===== config.mk =====
export PLATFORM = sky130hd
export DESIGN_NAME = thermistor_alarm_monitor_unit
export DESIGN_NICKNAME = d
export VERILOG_FILES = /design/src/rtl/tam_pkg.sv /design/src/rtl/tam_ram.sv /design/src/rtl/tam_div.sv /design/src/rtl/tam_datapath.sv /design/src/rtl/tam_ctrl.sv /design/src/rtl/thermistor_alarm_monitor_unit.sv
export SDC_FILE = /design/constraint.sdc
export NUM_CORES = 2
export LEC_CHECK = 0
export BUFFER_PORTS_ARGS = -buffer_cell sky130_fd_sc_hd__buf_2
export CORE_MARGIN = 2
export CORE_UTILIZATION = 60
export CTS_BUF_LIST = sky130_fd_sc_hd__clkbuf_8
export CTS_CLUSTER_SIZE = 14
export DETAILED_ROUTE_END_ITERATION = 6
export PLACE_DENSITY = 0.79
export SLEW_MARGIN = 20
export SYNTH_ARGS = -nofsm -noshare
export SYNTH_HDL_FRONTEND = slang
export SYNTH_SLANG_ARGS = --single-unit

===== constraint.sdc =====
create_clock -name clk -period 10.2 [get_ports clk]
set_clock_uncertainty 0.1 [all_clocks]
set_input_delay 2.04 -clock clk [delete_from_list [all_inputs] [get_ports clk]]
set_output_delay 2.04 -clock clk [all_outputs]
set_load 0.02 [all_outputs]

===== src/rtl/tam_pkg.sv =====
package tam_pkg;

  localparam int DEF_SAMPLE_DEPTH  = 64;
  localparam int DEF_READ_PERIOD   = 30;
  localparam int DEF_BUTTON_PERIOD = 20;
  localparam int DEF_ADC_BITS      = 12;

  localparam int SAMPLE_W = 12;
  localparam int BETA_W   = 14;
  localparam int TEMP_W   = 16;
  localparam int SET_W    = 12;

  // log2 result: 5 integer bits, 16 fraction bits
  localparam int EXP_W  = 5;
  localparam int FRAC_W = 16;
  localparam int LOG_W  = EXP_W + FRAC_W;
  localparam int MANT_W = 32;
  localparam int DIV_W  = 48;

  localparam logic [EXP_W-1:0]  EXP_START = EXP_W'(30);
  localparam logic [3:0]        LOG_LAST  = 4'hF;
  localparam logic [23:0]       LN2_Q24   = 24'd11629080;
  localparam logic [DIV_W-1:0]  INV_TN_Q40 =
      DIV_W'(((longint'(1) << 40) * 100 + 29815 / 2) / 29815);
  localparam logic [DIV_W-1:0]  KC_NUMER  = DIV_W'(longint'(100) << 40);

  localparam logic signed [TEMP_W-1:0] TEMP_LOW  = -16'sd27315;
  localparam logic signed [TEMP_W-1:0] TEMP_HIGH = 16'sd20000;
  localparam logic [DIV_W-1:0]         KC_LIMIT  = DIV_W'(47315);
  localparam logic [DIV_W-1:0]         KC_OFFSET = DIV_W'(27315);
  localparam logic signed [SET_W:0]    SET_LOW   = -13'sd400;
  localparam logic signed [SET_W:0]    SET_HIGH  = 13'sd1500;
  localparam logic signed [SET_W-1:0]  SET_RESET = 12'sd600;
  localparam logic [BETA_W-1:0]        BETA_RESET = 14'd3950;

  localparam logic DIV_SEL_LN = 1'b0;
  localparam logic DIV_SEL_KC = 1'b1;

  typedef struct packed {
    logic       capture;
    logic       accum;
    logic       temp_low;
    logic       log_load;
    logic       log_sel;
    logic       log_norm;
    logic       log_mul;
    logic       log_sq;
    logic [3:0] log_bit;
    logic       log_save;
    logic       ln_mul;
    logic       div_start;
    logic       div_sel;
    logic       den_calc;
    logic       temp_final;
    logic       btn_step;
    logic       out_load;
  } tam_cmd_t;

  typedef struct packed {
    logic read_tick;
    logic button_tick;
    logic total_zero;
    logic norm_done;
    logic div_done;
    logic den_pos;
    logic out_free;
  } tam_sts_t;

endpackage


===== src/rtl/tam_ram.sv =====
module tam_ram import tam_pkg::*; #(
  parameter int WIDTH = 12,
  parameter int DEPTH = 64
) (
  input  logic                     clk,
  input  logic                     we,
  input  logic [$clog2(DEPTH)-1:0] waddr,
  input  logic [WIDTH-1:0]         wdata,
  input  logic                     re,
  input  logic [$clog2(DEPTH)-1:0] raddr,
  output logic [WIDTH-1:0]         rdata
);

  logic [WIDTH-1:0] mem [DEPTH];

  always_ff @(posedge clk) begin
    if (we) begin
      mem[waddr] <= wdata;
    end
    if (re) begin
      rdata <= mem[raddr];
    end
  end

endmodule


===== src/rtl/tam_div.sv =====
module tam_div import tam_pkg::*; #(
  parameter int W = DIV_W
) (
  input  logic         clk,
  input  logic         rst,
  input  logic         start,
  input  logic [W-1:0] dividend,
  input  logic [W-1:0] divisor,
  output logic [W-1:0] quotient,
  output logic         done
);

  localparam int CW = $clog2(W);

  logic          busy;
  logic [CW-1:0] cnt;
  logic [W-1:0]  rem;
  logic [W-1:0]  dsor;
  logic [W:0]    shifted;
  logic          ge;

  // One quotient bit per cycle, restoring form.
  assign shifted = {rem, quotient[W-1]};
  assign ge      = shifted >= {1'b0, dsor};

  always_ff @(posedge clk) begin
    if (rst) begin
      busy <= 1'b0;
      done <= 1'b0;
      cnt  <= '0;
    end else begin
      done <= 1'b0;
      if (start) begin
        busy <= 1'b1;
        cnt  <= '0;
      end else if (busy) begin
        cnt <= cnt + 1'b1;
        if (cnt == CW'(W - 1)) begin
          busy <= 1'b0;
          done <= 1'b1;
        end
      end
    end
  end

  always_ff @(posedge clk) begin
    if (start) begin
      quotient <= dividend;
      rem      <= '0;
      dsor     <= divisor;
    end else if (busy) begin
      rem      <= ge ? W'(shifted - {1'b0, dsor}) : shifted[W-1:0];
      quotient <= {quotient[W-2:0], ge};
    end
  end

endmodule


===== src/rtl/tam_datapath.sv =====
module tam_datapath import tam_pkg::*; #(
  parameter int SAMPLE_DEPTH  = DEF_SAMPLE_DEPTH,
  parameter int READ_PERIOD   = DEF_READ_PERIOD,
  parameter int BUTTON_PERIOD = DEF_BUTTON_PERIOD,
  parameter int ADC_BITS      = DEF_ADC_BITS
) (
  input  logic                     clk,
  input  logic                     rst,
  input  tam_cmd_t                 cmd,
  output tam_sts_t                 sts,
  input  logic [SAMPLE_W-1:0]      adc_sample,
  input  logic                     raise_pressed,
  input  logic                     lower_pressed,
  input  logic                     cfg_we,
  input  logic [BETA_W-1:0]        cfg_wdata,
  input  logic                     out_ready,
  output logic                     out_valid,
  output logic signed [TEMP_W-1:0] temperature_centi,
  output logic signed [SET_W-1:0]  setpoint_deci,
  output logic                     alarm,
  output logic                     temperature_updated
);

  localparam int PW   = $clog2(SAMPLE_DEPTH);
  localparam longint FULL_SCALE = (longint'(1) << ADC_BITS) * SAMPLE_DEPTH;
  localparam int SUM_W = $clog2(FULL_SCALE + 1);
  localparam int RC_W = $clog2(READ_PERIOD + 1);
  localparam int BC_W = $clog2(BUTTON_PERIOD + 1);
  localparam logic [SAMPLE_W-1:0] ADC_MASK =
      (ADC_BITS >= SAMPLE_W) ? {SAMPLE_W{1'b1}} : SAMPLE_W'((1 << ADC_BITS) - 1);

  // tick bookkeeping
  logic [RC_W-1:0]     read_cnt;
  logic [BC_W-1:0]     button_cnt;
  logic                read_tick;
  logic                button_tick;
  logic [ADC_BITS-1:0] sample;
  logic                raise_q;
  logic                lower_q;

  // ring
  logic [PW-1:0]       pos;
  logic                ring_full;
  logic [ADC_BITS-1:0] ram_rdata;
  logic [ADC_BITS-1:0] old_sample;
  logic [SUM_W-1:0]    total;

  // conversion
  logic [BETA_W-1:0]        beta;
  logic [MANT_W-1:0]        mant;
  logic [EXP_W-1:0]         expo;
  logic [FRAC_W-1:0]        frac;
  logic [2*MANT_W-3:0]      sq_prod;
  logic [MANT_W-1:0]        sq;
  logic [LOG_W-1:0]         log_a;
  logic signed [LOG_W:0]    lg;
  logic signed [46:0]       ln_prod;
  logic signed [DIV_W-1:0]  lnq;
  logic signed [DIV_W-1:0]  den;
  logic [DIV_W-1:0]         div_dividend;
  logic [DIV_W-1:0]         div_divisor;
  logic [DIV_W-1:0]         quo;
  logic                     div_done;
  logic [DIV_W-1:0]         beta_eff;
  logic [DIV_W-1:0]         q_signed;
  logic signed [TEMP_W-1:0] held_temp;
  logic signed [TEMP_W-1:0] temp_result;
  logic signed [TEMP_W-1:0] thr_scaled;
  logic signed [SET_W-1:0]  threshold;
  logic signed [SET_W:0]    set_sum;
  logic                     alarm_level;

  tam_ram #(.WIDTH(ADC_BITS), .DEPTH(SAMPLE_DEPTH)) u_ring (
    .clk   (clk),
    .we    (cmd.accum),
    .waddr (pos),
    .wdata (sample),
    .re    (cmd.capture),
    .raddr (pos),
    .rdata (ram_rdata)
  );

  tam_div #(.W(DIV_W)) u_div (
    .clk      (clk),
    .rst      (rst),
    .start    (cmd.div_start),
    .dividend (div_dividend),
    .divisor  (div_divisor),
    .quotient (quo),
    .done     (div_done)
  );

  // Entries are written in ring order, so nothing past pos was written before the first wrap.
  assign old_sample = ring_full ? ram_rdata : '0;

  always_ff @(posedge clk) begin
    if (rst) begin
      read_cnt    <= '0;
      button_cnt  <= '0;
      read_tick   <= 1'b0;
      button_tick <= 1'b0;
      pos         <= '0;
      ring_full   <= 1'b0;
      total       <= '0;
      beta        <= BETA_RESET;
      threshold   <= SET_RESET;
      held_temp   <= '0;
      alarm_level <= 1'b0;
      out_valid   <= 1'b0;
    end else begin
      if (cfg_we) begin
        beta <= cfg_wdata;
      end
      if (cmd.capture) begin
        read_tick   <= (read_cnt == RC_W'(READ_PERIOD - 1));
        button_tick <= (button_cnt == BC_W'(BUTTON_PERIOD - 1));
        read_cnt    <= (read_cnt == RC_W'(READ_PERIOD - 1)) ? '0 : read_cnt + 1'b1;
        button_cnt  <= (button_cnt == BC_W'(BUTTON_PERIOD - 1)) ? '0 : button_cnt + 1'b1;
      end
      if (cmd.accum) begin
        total <= total - SUM_W'(old_sample) + SUM_W'(sample);
        if (pos == PW'(SAMPLE_DEPTH - 1)) begin
          pos       <= '0;
          ring_full <= 1'b1;
        end else begin
          pos <= pos + 1'b1;
        end
      end
      if (cmd.temp_low || cmd.temp_final) begin
        held_temp   <= temp_result;
        alarm_level <= temp_result > thr_scaled;
      end
      if (cmd.btn_step) begin
        if (set_sum < SET_LOW) begin
          threshold <= SET_LOW[SET_W-1:0];
        end else if (set_sum > SET_HIGH) begin
          threshold <= SET_HIGH[SET_W-1:0];
        end else begin
          threshold <= set_sum[SET_W-1:0];
        end
      end
      if (cmd.out_load) begin
        out_valid <= 1'b1;
      end else if (out_ready) begin
        out_valid <= 1'b0;
      end
    end
  end

  assign set_sum    = {threshold[SET_W-1], threshold} + (SET_W+1)'(raise_q)
                      - (SET_W+1)'(lower_q);
  assign thr_scaled = (TEMP_W'(threshold) <<< 3) + (TEMP_W'(threshold) <<< 1);

  always_comb begin
    if (cmd.temp_low) begin
      temp_result = TEMP_LOW;
    end else if (quo > KC_LIMIT) begin
      temp_result = TEMP_HIGH;
    end else begin
      temp_result = TEMP_W'(quo - KC_OFFSET);
    end
  end

  // Log2 by repeated squaring of a Q30 mantissa.
  assign sq = sq_prod[2*MANT_W-3:MANT_W-2];
  assign lg = $signed({1'b0, log_a}) - $signed({1'b0, expo, frac});
  assign beta_eff = (beta == '0) ? DIV_W'(1) : DIV_W'(beta);
  assign q_signed = lnq[DIV_W-1] ? DIV_W'(-quo) : quo;

  always_comb begin
    if (cmd.div_sel == DIV_SEL_KC) begin
      div_dividend = KC_NUMER + DIV_W'(den >>> 1);
      div_divisor  = den;
    end else begin
      div_dividend = lnq[DIV_W-1] ? DIV_W'(-lnq) : lnq;
      div_divisor  = beta_eff;
    end
  end

  always_ff @(posedge clk) begin
    if (cmd.capture) begin
      sample  <= ADC_BITS'(adc_sample & ADC_MASK);
      raise_q <= raise_pressed;
      lower_q <= lower_pressed;
    end
    if (cmd.log_load) begin
      mant <= cmd.log_sel ? MANT_W'(SUM_W'(FULL_SCALE) - total) : MANT_W'(total);
      expo <= EXP_START;
      frac <= '0;
    end else if (cmd.log_norm) begin
      mant <= mant << 1;
      expo <= expo - 1'b1;
    end else if (cmd.log_sq) begin
      if (sq[MANT_W-1]) begin
        mant               <= sq >> 1;
        frac[cmd.log_bit]  <= 1'b1;
      end else begin
        mant <= sq;
      end
    end
    if (cmd.log_mul) begin
      sq_prod <= mant[MANT_W-2:0] * mant[MANT_W-2:0];
    end
    if (cmd.log_save) begin
      log_a <= {expo, frac};
    end
    if (cmd.ln_mul) begin
      lnq <= DIV_W'(ln_prod);
    end
    if (cmd.den_calc) begin
      den <= $signed(INV_TN_Q40 + q_signed);
    end
    if (cmd.out_load) begin
      temperature_centi   <= held_temp;
      setpoint_deci       <= threshold;
      alarm               <= alarm_level;
      temperature_updated <= read_tick;
    end
  end

  assign ln_prod = lg * $signed({1'b0, LN2_Q24});

  assign sts.read_tick   = read_tick;
  assign sts.button_tick = button_tick;
  assign sts.total_zero  = (total == '0);
  assign sts.norm_done   = mant[MANT_W-2];
  assign sts.div_done    = div_done;
  assign sts.den_pos     = !den[DIV_W-1] && (den != '0);
  assign sts.out_free    = !out_valid || out_ready;

endmodule


===== src/rtl/tam_ctrl.sv =====
module tam_ctrl import tam_pkg::*; (
  input  logic     clk,
  input  logic     rst,
  input  logic     in_valid,
  output logic     in_ready,
  input  tam_sts_t sts,
  output tam_cmd_t cmd
);

  localparam logic [4:0] S_IDLE   = 5'd0;
  localparam logic [4:0] S_ACCUM  = 5'd1;
  localparam logic [4:0] S_CHECK  = 5'd2;
  localparam logic [4:0] S_LOAD   = 5'd3;
  localparam logic [4:0] S_NORM   = 5'd4;
  localparam logic [4:0] S_MUL    = 5'd5;
  localparam logic [4:0] S_SQ     = 5'd6;
  localparam logic [4:0] S_SAVE   = 5'd7;
  localparam logic [4:0] S_LNMUL  = 5'd8;
  localparam logic [4:0] S_DIV1   = 5'd9;
  localparam logic [4:0] S_WAIT1  = 5'd10;
  localparam logic [4:0] S_DEN    = 5'd11;
  localparam logic [4:0] S_DENCHK = 5'd12;
  localparam logic [4:0] S_WAIT2  = 5'd13;
  localparam logic [4:0] S_FINAL  = 5'd14;
  localparam logic [4:0] S_BTN    = 5'd15;
  localparam logic [4:0] S_OUT    = 5'd16;

  logic [4:0] state;
  logic [4:0] state_next;
  logic [3:0] step;
  logic [3:0] step_next;
  logic       second;
  logic       second_next;

  always_ff @(posedge clk) begin
    if (rst) begin
      state  <= S_IDLE;
      step   <= '0;
      second <= 1'b0;
    end else begin
      state  <= state_next;
      step   <= step_next;
      second <= second_next;
    end
  end

  assign in_ready = (state == S_IDLE);

  always_comb begin
    cmd         = '0;
    state_next  = state;
    step_next   = step;
    second_next = second;
    cmd.log_sel = second;
    cmd.log_bit = ~step;
    case (state)
      S_IDLE: begin
        if (in_valid) begin
          cmd.capture = 1'b1;
          state_next  = S_ACCUM;
        end
      end
      S_ACCUM: begin
        cmd.accum  = 1'b1;
        state_next = S_CHECK;
      end
      S_CHECK: begin
        if (!sts.read_tick) begin
          state_next = S_BTN;
        end else if (sts.total_zero) begin
          cmd.temp_low = 1'b1;
          state_next   = S_BTN;
        end else begin
          second_next = 1'b0;
          state_next  = S_LOAD;
        end
      end
      S_LOAD: begin
        cmd.log_load = 1'b1;
        state_next   = S_NORM;
      end
      S_NORM: begin
        if (sts.norm_done) begin
          step_next  = '0;
          state_next = S_MUL;
        end else begin
          cmd.log_norm = 1'b1;
        end
      end
      S_MUL: begin
        cmd.log_mul = 1'b1;
        state_next  = S_SQ;
      end
      S_SQ: begin
        cmd.log_sq = 1'b1;
        if (step == LOG_LAST) begin
          state_next = second ? S_LNMUL : S_SAVE;
        end else begin
          step_next  = step + 1'b1;
          state_next = S_MUL;
        end
      end
      S_SAVE: begin
        cmd.log_save = 1'b1;
        second_next  = 1'b1;
        state_next   = S_LOAD;
      end
      S_LNMUL: begin
        cmd.ln_mul = 1'b1;
        state_next = S_DIV1;
      end
      S_DIV1: begin
        cmd.div_start = 1'b1;
        cmd.div_sel   = DIV_SEL_LN;
        state_next    = S_WAIT1;
      end
      S_WAIT1: begin
        if (sts.div_done) begin
          state_next = S_DEN;
        end
      end
      S_DEN: begin
        cmd.den_calc = 1'b1;
        state_next   = S_DENCHK;
      end
      S_DENCHK: begin
        if (sts.den_pos) begin
          cmd.div_start = 1'b1;
          cmd.div_sel   = DIV_SEL_KC;
          state_next    = S_WAIT2;
        end else begin
          cmd.temp_low = 1'b1;
          state_next   = S_BTN;
        end
      end
      S_WAIT2: begin
        cmd.div_sel = DIV_SEL_KC;
        if (sts.div_done) begin
          state_next = S_FINAL;
        end
      end
      S_FINAL: begin
        cmd.temp_final = 1'b1;
        state_next     = S_BTN;
      end
      S_BTN: begin
        cmd.btn_step = sts.button_tick;
        state_next   = S_OUT;
      end
      S_OUT: begin
        if (sts.out_free) begin
          cmd.out_load = 1'b1;
          state_next   = S_IDLE;
        end
      end
      default: begin
        state_next = S_IDLE;
      end
    endcase
  end

endmodule


===== src/rtl/thermistor_alarm_monitor_unit.sv =====
// A tick without a temperature update runs the accumulate, check, button and output states.
// A conversion tick adds two log2 passes (normalize plus 16 squaring steps, each a multiply
// and a square state) and two 48-step passes of the shared divider.
// Throughput: one transaction at a time; the next input is taken once the result is queued.
// Reset (rst, synchronous, active high) clears the average, setpoint to 60.0 C and beta to
// 3950; the sample ring needs no clearing pass since unwritten entries read as zero.
module thermistor_alarm_monitor_unit import tam_pkg::*; #(
  parameter int SAMPLE_DEPTH  = DEF_SAMPLE_DEPTH,
  parameter int READ_PERIOD   = DEF_READ_PERIOD,
  parameter int BUTTON_PERIOD = DEF_BUTTON_PERIOD,
  parameter int ADC_BITS      = DEF_ADC_BITS
) (
  input  logic        clk,
  input  logic        rst,
  input  logic        s_tvalid,
  output logic        s_tready,
  input  logic [15:0] s_tdata,    // adc_sample[11:0], raise_pressed[12], lower_pressed[13]
  output logic        m_tvalid,
  input  logic        m_tready,
  output logic [31:0] m_tdata,    // temperature_centi[15:0], setpoint_deci[27:16], alarm[28]
  output logic [0:0]  m_tuser,    // temperature_updated[0]
  input  logic        cfg_we,
  input  logic [13:0] cfg_wdata
);

  tam_cmd_t                 cmd;
  tam_sts_t                 sts;
  logic signed [TEMP_W-1:0] temperature_centi;
  logic signed [SET_W-1:0]  setpoint_deci;
  logic                     alarm;
  logic                     temperature_updated;

  tam_ctrl u_ctrl (
    .clk      (clk),
    .rst      (rst),
    .in_valid (s_tvalid),
    .in_ready (s_tready),
    .sts      (sts),
    .cmd      (cmd)
  );

  tam_datapath #(
    .SAMPLE_DEPTH  (SAMPLE_DEPTH),
    .READ_PERIOD   (READ_PERIOD),
    .BUTTON_PERIOD (BUTTON_PERIOD),
    .ADC_BITS      (ADC_BITS)
  ) u_dp (
    .clk                 (clk),
    .rst                 (rst),
    .cmd                 (cmd),
    .sts                 (sts),
    .adc_sample          (s_tdata[11:0]),
    .raise_pressed       (s_tdata[12]),
    .lower_pressed       (s_tdata[13]),
    .cfg_we              (cfg_we),
    .cfg_wdata           (cfg_wdata),
    .out_ready           (m_tready),
    .out_valid           (m_tvalid),
    .temperature_centi   (temperature_centi),
    .setpoint_deci       (setpoint_deci),
    .alarm               (alarm),
    .temperature_updated (temperature_updated)
  );

  assign m_tdata = {3'b000, alarm, setpoint_deci, temperature_centi};
  assign m_tuser = temperature_updated;

  // Only one transaction is in the datapath at a time.
  a_one_at_a_time: assert property (@(posedge clk) disable iff (rst)
    (s_tvalid && s_tready) |=> !s_tready)
    else $error("input accepted while a transaction is in progress");

  a_setpoint_range: assert property (@(posedge clk) disable iff (rst)
    m_tvalid |-> ($signed(setpoint_deci) >= -12'sd400 && $signed(setpoint_deci) <= 12'sd1500))
    else $error("setpoint outside its clamp range");

  a_temp_range: assert property (@(posedge clk) disable iff (rst)
    m_tvalid |-> (temperature_centi >= TEMP_LOW && temperature_centi <= TEMP_HIGH))
    else $error("temperature outside its clamp range");

endmodule


# Word-level counts from Yosys, hierarchy flattened
# Memories as Yosys holds them, arrays and structs flattened. A register that Yosys moved wholly into a read port is not among the register bits.
# Cells that the tools add are included.
word_totals:
  out_inout_bits: 35
  reg_bits: 515
  wordCells: 189
  ram_bits: 768
  n_memories: 1
  inputBits: 35
op_classes:
  muxes: 70
  bitwise_logic: 4
  reduce_logical: 22
  add_sub_neg: 19
  n_mul: 2
  magnitude_cmp: 7
  eq_ne: 29
mem_list:
  columns: ["name", "depth", "word_bits", "rd", "rd_ports_with_merged_regs", "write_ports", "line", "rtl"]
  rows:
  - ["u_dp.u_ring.mem", 64, 12, 1, 1, 1, "tam_ram.sv:14", "logic [WIDTH-1:0] mem [DEPTH];"]
op_table:
  columns: ["operator", "n"]
  rows:
  - ["48-bit 2-to-1 mux", 7]
  - ["31-bit 2-to-1 mux", 5]
  - ["5-bit case mux with 17 select lines", 1]
  - ["31-bit by 31-bit multiplier with 62-bit output", 1]
  - ["49-bit by 48-bit greater-or-equal comparator with 1-bit output", 1]
  - ["32-bit by 48-bit adder with 48-bit output, first input constant", 1]
  - ["47-bit by 48-bit adder with 48-bit output, first input constant", 1]
  - ["48-bit by 16-bit > comparator with 1-bit output, second input constant", 1]
  - ["47-bit negation with 48-bit output", 1]
  - ["48-bit negation", 1]
  - ["48-bit nonzero test", 1]
  - ["48-bit subtractor", 1]
  - ["22-bit by 22-bit multiplier with 44-bit output, second input constant", 1]
  - ["5-bit by 4-bit equality test with 1-bit output, second input constant", 8]
  - ["5-bit 2-to-1 mux", 8]
  - ["12-bit 2-to-1 mux", 3]
  - ["16-bit 2-to-1 mux", 2]
  - ["1-bit 2-to-1 mux", 29]
  - ["21-bit by 21-bit subtractor with 22-bit output", 1]
  - ["5-bit by 3-bit equality test with 1-bit output, second input constant", 4]
  - ["4-bit 2-to-1 mux", 5]
  - ["19-bit by 19-bit subtractor with 20-bit output, first input constant", 1]
  - ["19-bit by 12-bit adder with 19-bit output", 1]
  - ["19-bit logical NOT", 1]
  - ["42 further kinds", 67]

# Logic depth before layout (Yosys ltp)
depth:
  ltp_word: 6
  depth_mapped: 37
  depth_no_buf: 37

# Hierarchy
# From an unflattened synthesis, not the netlist that was laid out.
hier_totals:
  cells_unflattened: 8176
  hier_area_um2: 94981.1
modules_own_cells:
  columns: ["mod", "seq_area_each_um2", "cells_per_inst", "area_each_um2", "instances"]
  rows:
  - ["tam_datapath", 8668.3, 5764, 54862.6, 1]
  - ["tam_ram", 23422.5, 1339, 29971.2, 1]
  - ["tam_div", 4003.8, 946, 9236.4, 1]
  - ["tam_ctrl", 200.2, 122, 877.1, 1]
  - ["thermistor_alarm_monitor_unit", 0.0, 5, 33.8, 1]

# Worst setup path after synthesis
# No wires, ideal clock.
synth_timing:
  path_type: "register to register"
  start: "register u_dp.log_a[1]"
  end: "register u_dp.lnq[44] (data pin)"
  setup_slack_ps: 460
  period_less_slack_ps: 9740
  setup_ps: 258
  arrival_time_ps: 9382
  path_buffers: 0
  path_stages_with_launch: 31
  t_required_ps: 9842
  cell_sequence: "edfxtp_1 > ha_1 > nor2b_1 > o31a_1 > o41ai_1 > a21oi_1 > o31ai_1 > a21oi_1 > o31ai_1 > o21a_1 > inv_1 > fa_1 > inv_1 > fa_1 > fa_1 > fa_1 > fa_1 > inv_1 > fa_1 > inv_1 > ha_1 > a21oi_1 > nor2b_1 > o21ai_0 > nand2b_1 > a211o_1 > o22ai_1 > o21ai_0 > a41oi_1 > nor2b_1 > xnor2_1"
synth_via:
  elab_chain_cells: 2
synth_lines:
  columns: ["element", "line", "rtl"]
  rows:
  - ["from (decl)", "tam_datapath.sv:55", "logic [LOG_W-1:0] log_a;"]
  - ["from (signal assigned)", "tam_datapath.sv:205", "log_a <= {expo, frac};"]
  - ["21-bit by 21-bit subtractor with 22-bit output", "tam_datapath.sv:166", "assign lg = $signed({1'b0, log_a}) - $signed({1'b0, expo, frac});"]
  - ["22-bit by 22-bit multiplier with 44-bit output", "tam_datapath.sv:221", "assign ln_prod = lg * $signed({1'b0, LN2_Q24});"]
  - ["named net u_dp.ln_prod[44]", "tam_datapath.sv:57", "logic signed [46:0] ln_prod;"]
  - ["to (signal assigned)", "tam_datapath.sv:208", "lnq <= DIV_W'(ln_prod);"]
  - ["to (decl)", "tam_datapath.sv:58", "logic signed [DIV_W-1:0] lnq;"]
# The timed path passes the listed nets, and every way through them passes these cells.
# A chain may end at the register's enable or synchronous reset.

# Final worst setup path
layout_timing:
  start: "register u_dp.log_a[0]"
  end: "register u_dp.lnq[43] (data pin)"
# The elaborated chain is that of the path after synthesis.

==> out/qor.yml <==
cells_and_area:
  multi_input_area_sq_mm: 0.04909
  area_growth_syn_to_layout_pct: 7.308
  fillCellCount: 11390
  layout.nets: 10030
  drive_gt1_share_pct: 6.531
  regArea_sq_mm: 0.03630
timing:
  setup_viol: 0
  finalSetupTns_ns: 0
  finalCritPeriodShare_pct: 93.82
  maxSlewHeadroom_pct: 20.90
  fmax_ghz: 0.1045
  rsz0062_at_grt: "no"
  worst_pin_slew_ns: 1.187
  final-max-slew-violation-count: 0
  report.final.hold_viol_count: 0
  finalCriticalPeriod_ns: 9.569
setup_path:
  worstSetupStartpointType: "flop"
  crit_slowest_cell: "fa_1"
  critPathArrivalTime_ns: 10.15
  end_kind: "flop"
  cp_common_cell: "inv_1"
  max_stage_delay_ns: 0.52
  crit_type: "reg -> reg"
  crit_fanout: 5
  cp.required_ns: 10.79
drt:
  dr_wl_met3_um: 20180
  vias: 63760
  firstDrtPassIters: 6
  postRouteAntennaNets: 0
  via_per_inst: 5.984
  highest_layer: "met5"
  routed_wl_um: 231700
  wl_per_cell_um: 21.74
  drc_errors: 0
  met1_length_um: 90470
  route.met2.wl_um: 111300
  drtIter0Drc: 5783
global_routing:
  grtUsageTotal_pct: 29.84
  grt_antenna_before_repair: 7
  grt_pass1_wl_um: 362500
  grt_max_degree: 98
  grt-ovfl-total: 0
  grt_pass1_vias: 65850
synthesis:
  syn_inst: 8378
  yosysWarnings: 0
  syn-cell-area_sq_mm: 0.09214
  synth_edf_count: 1096
  ys_types: 85
  syn_avg_cell_area_sq_um: 11.00
  synth_top_flop_cell: "edfxtp_1"
  seq_area_frac_synth_pct: 39.39
  synth-async-reset-ratio_pct: 0
  synth-seq-cells: 1265
cts:
  clock_latency_ns: 0.95
  clkTransAtPathRegs_ns: 0.06
  root_buffer: "clkbuf_8"
  h-tree-depth: 4
  cts.sinks: 1265
  cts-buffers-inserted: 193
  cts_tree: "built"
  clock_path_buffers: 3
die:
  die_height_um: 395.9
  start_util_pct: 60.51
  die_area_sq_mm: 0.1567
  io_pins: 70
  die_x_um: 395.9
  core_region_area_sq_mm: 0.1523
  num_rows: 143
placement:
  hpwlAfterDp_um: 164700
  port_buffers: 64
  gp_congestion: 0.9470
outcome:
  status: "complete, no violations"
flow_run:
  maxCapViolCount: 0
hold_path:
  hp-class: "reg -> reg"
==> metrics by stage <==
stage               cells  hold WS, ns  instance area [sq um]  utilization (%)  worst slack, ns
floorplan            8380       0.3030                  92150                -           0.4603
global placement    10290       0.3137                  95090            62.45           0.5204
detailed placement  10290       0.3125                  95100            62.46           0.4933
CTS                 10650       0.3260                  98860            64.92           0.4305
global route        10650       0.3407                  98870            64.93          0.09370
finish              10660       0.3251                  98870            64.94           0.6307
==> area by class of cell <==
class / count / area share [%]
Clock inverter: 151 / 0.9162
Inverter: 1473 / 5.595
Sequential cell: 1265 / 36.71
Tap cell: 2030 / 2.569
Antenna cell: 4 / 0.01012
Timing Repair Buffer: 238 / 1.670
Multi-Input combinational cell: 5287 / 49.65
Clock buffer: 207 / 2.881
==> logic make-up after synthesis <==
| kind of cell | count (synthesis) | share of synthesized area, % |
|---|---|---|
| AOI/OAI and AO/OA | 1535 | 11.06 |
| xor gates and xnor gates | 374 | 3.555 |
| adders and majority gates | 1536 | 28.58 |
| buffers and inverters | 1828 | 7.481 |
| DFF | 1265 | 39.39 |
| muxes | 59 | 0.6450 |
| other | 1 | 0.004070 |
| and+or+nand+nor | 1780 | 9.283 |
==> placed cells by master, fill, tap and decap left out, types with 73 or more instances in the layout <==
cell,netlist,layout
inv_1,1462,1534
edfxtp_1,1096,1096
fa_1,948,948
nand2_1,600,600
ha_1,588,588
nor2_1,434,424
a21oi_1,373,373
o21ai_0,244,243
xnor2_1,243,242
and2_1,234,234
a22oi_1,218,218
clkbuf_8,0,207
buf_4,5,172
dfxtp_1,169,168
xor2_1,131,131
a31oi_1,121,120
a221oi_1,91,91
a21o_1,87,87
a22o_1,86,86
nand3_1,79,79
nor3_1,78,73
==> what timing repair did <==
| action | 4_1_cts | 5_1_grt |
|---|---|---|
| resized for setup | 0 | 2 |
| setup endpoints to repair | 0 | 2 |
| setup buffers | 0 | 0 |
| hold buffers | 0 | 0 |
==> critical path: cells and delay by family, from the launching register on <==
kind / cells / cell delay [ns]
AO/OA/AOI/OAI: 18 / 4.46
adder cells (fa/ha/maj): 9 / 3.62
flip-flops: 1 / 0.36
buffers and inverters: 6 / 0.35
XOR/XNOR: 2 / 0.29
AND/OR/NAND/NOR: 1 / 0.18
==> registers in the layout, summed over array words and instances (netlist names), 16 cells and up <==
signal,count
u_dp.u_ring.mem,768
u_dp.den,48
u_dp.u_div.dsor,48
u_dp.u_div.quotient,48
u_dp.u_div.rem,48
u_dp.lnq,44
u_dp.sq_prod,32
u_dp.mant,31
u_dp.log_a,21
u_dp.total,19
u_dp.frac,16
u_dp.held_temp,16
u_dp.temperature_centi,16
==> synth_stat cells (87+ instances only) <==
cell type	count	share of area (%)
dfxtp_1	169	3.7
xor2_1	131	1.2
fa_1	948	21
nor2_1	434	1.8
edfxtp_1	1096	36
a21oi_1	373	2.0
and2_1	234	1.6
nand2_1	600	2.4
o21ai_0	244	1.3
clkbuf_1	302	1.2
a221oi_1	91	0.86
inv_1	1462	6.0
a21o_1	87	0.71
a31oi_1	121	0.82
ha_1	588	8.0
a22oi_1	218	1.8
xnor2_1	243	2.3
==> routing by layer <==
layer	up-vias	global-route usage (%)
met3	545	5.096
li1	28540	-
met5	-	0
met1	31760	39.22
met4	8	12.16
met2	2907	49.40
==> final timing paths <==
| check | startpoint | endpoint | slack (ns) | cells after the start |
|---|---|---|---|---|
| setup / recovery | u_dp.log_a[0]$_DFFE_PP_ | u_dp.lnq[43]$_DFFE_PP_ | 0.63 | 36 |
| hold / removal | u_dp.held_temp[8]$_SDFFE_PP0P_ | u_dp.temperature_centi[8]$_DFFE_PP_ | 0.33 | 0 |
| setup reg to reg | u_dp.log_a[0]$_DFFE_PP_ | u_dp.lnq[43]$_DFFE_PP_ | 0.63 | 36 |
| hold reg to reg | u_dp.held_temp[8]$_SDFFE_PP0P_ | u_dp.temperature_centi[8]$_DFFE_PP_ | 0.33 | 0 |
Power is not shown: default switching activity piles up to over one toggle a cycle in this logic, so the estimate is an artifact.
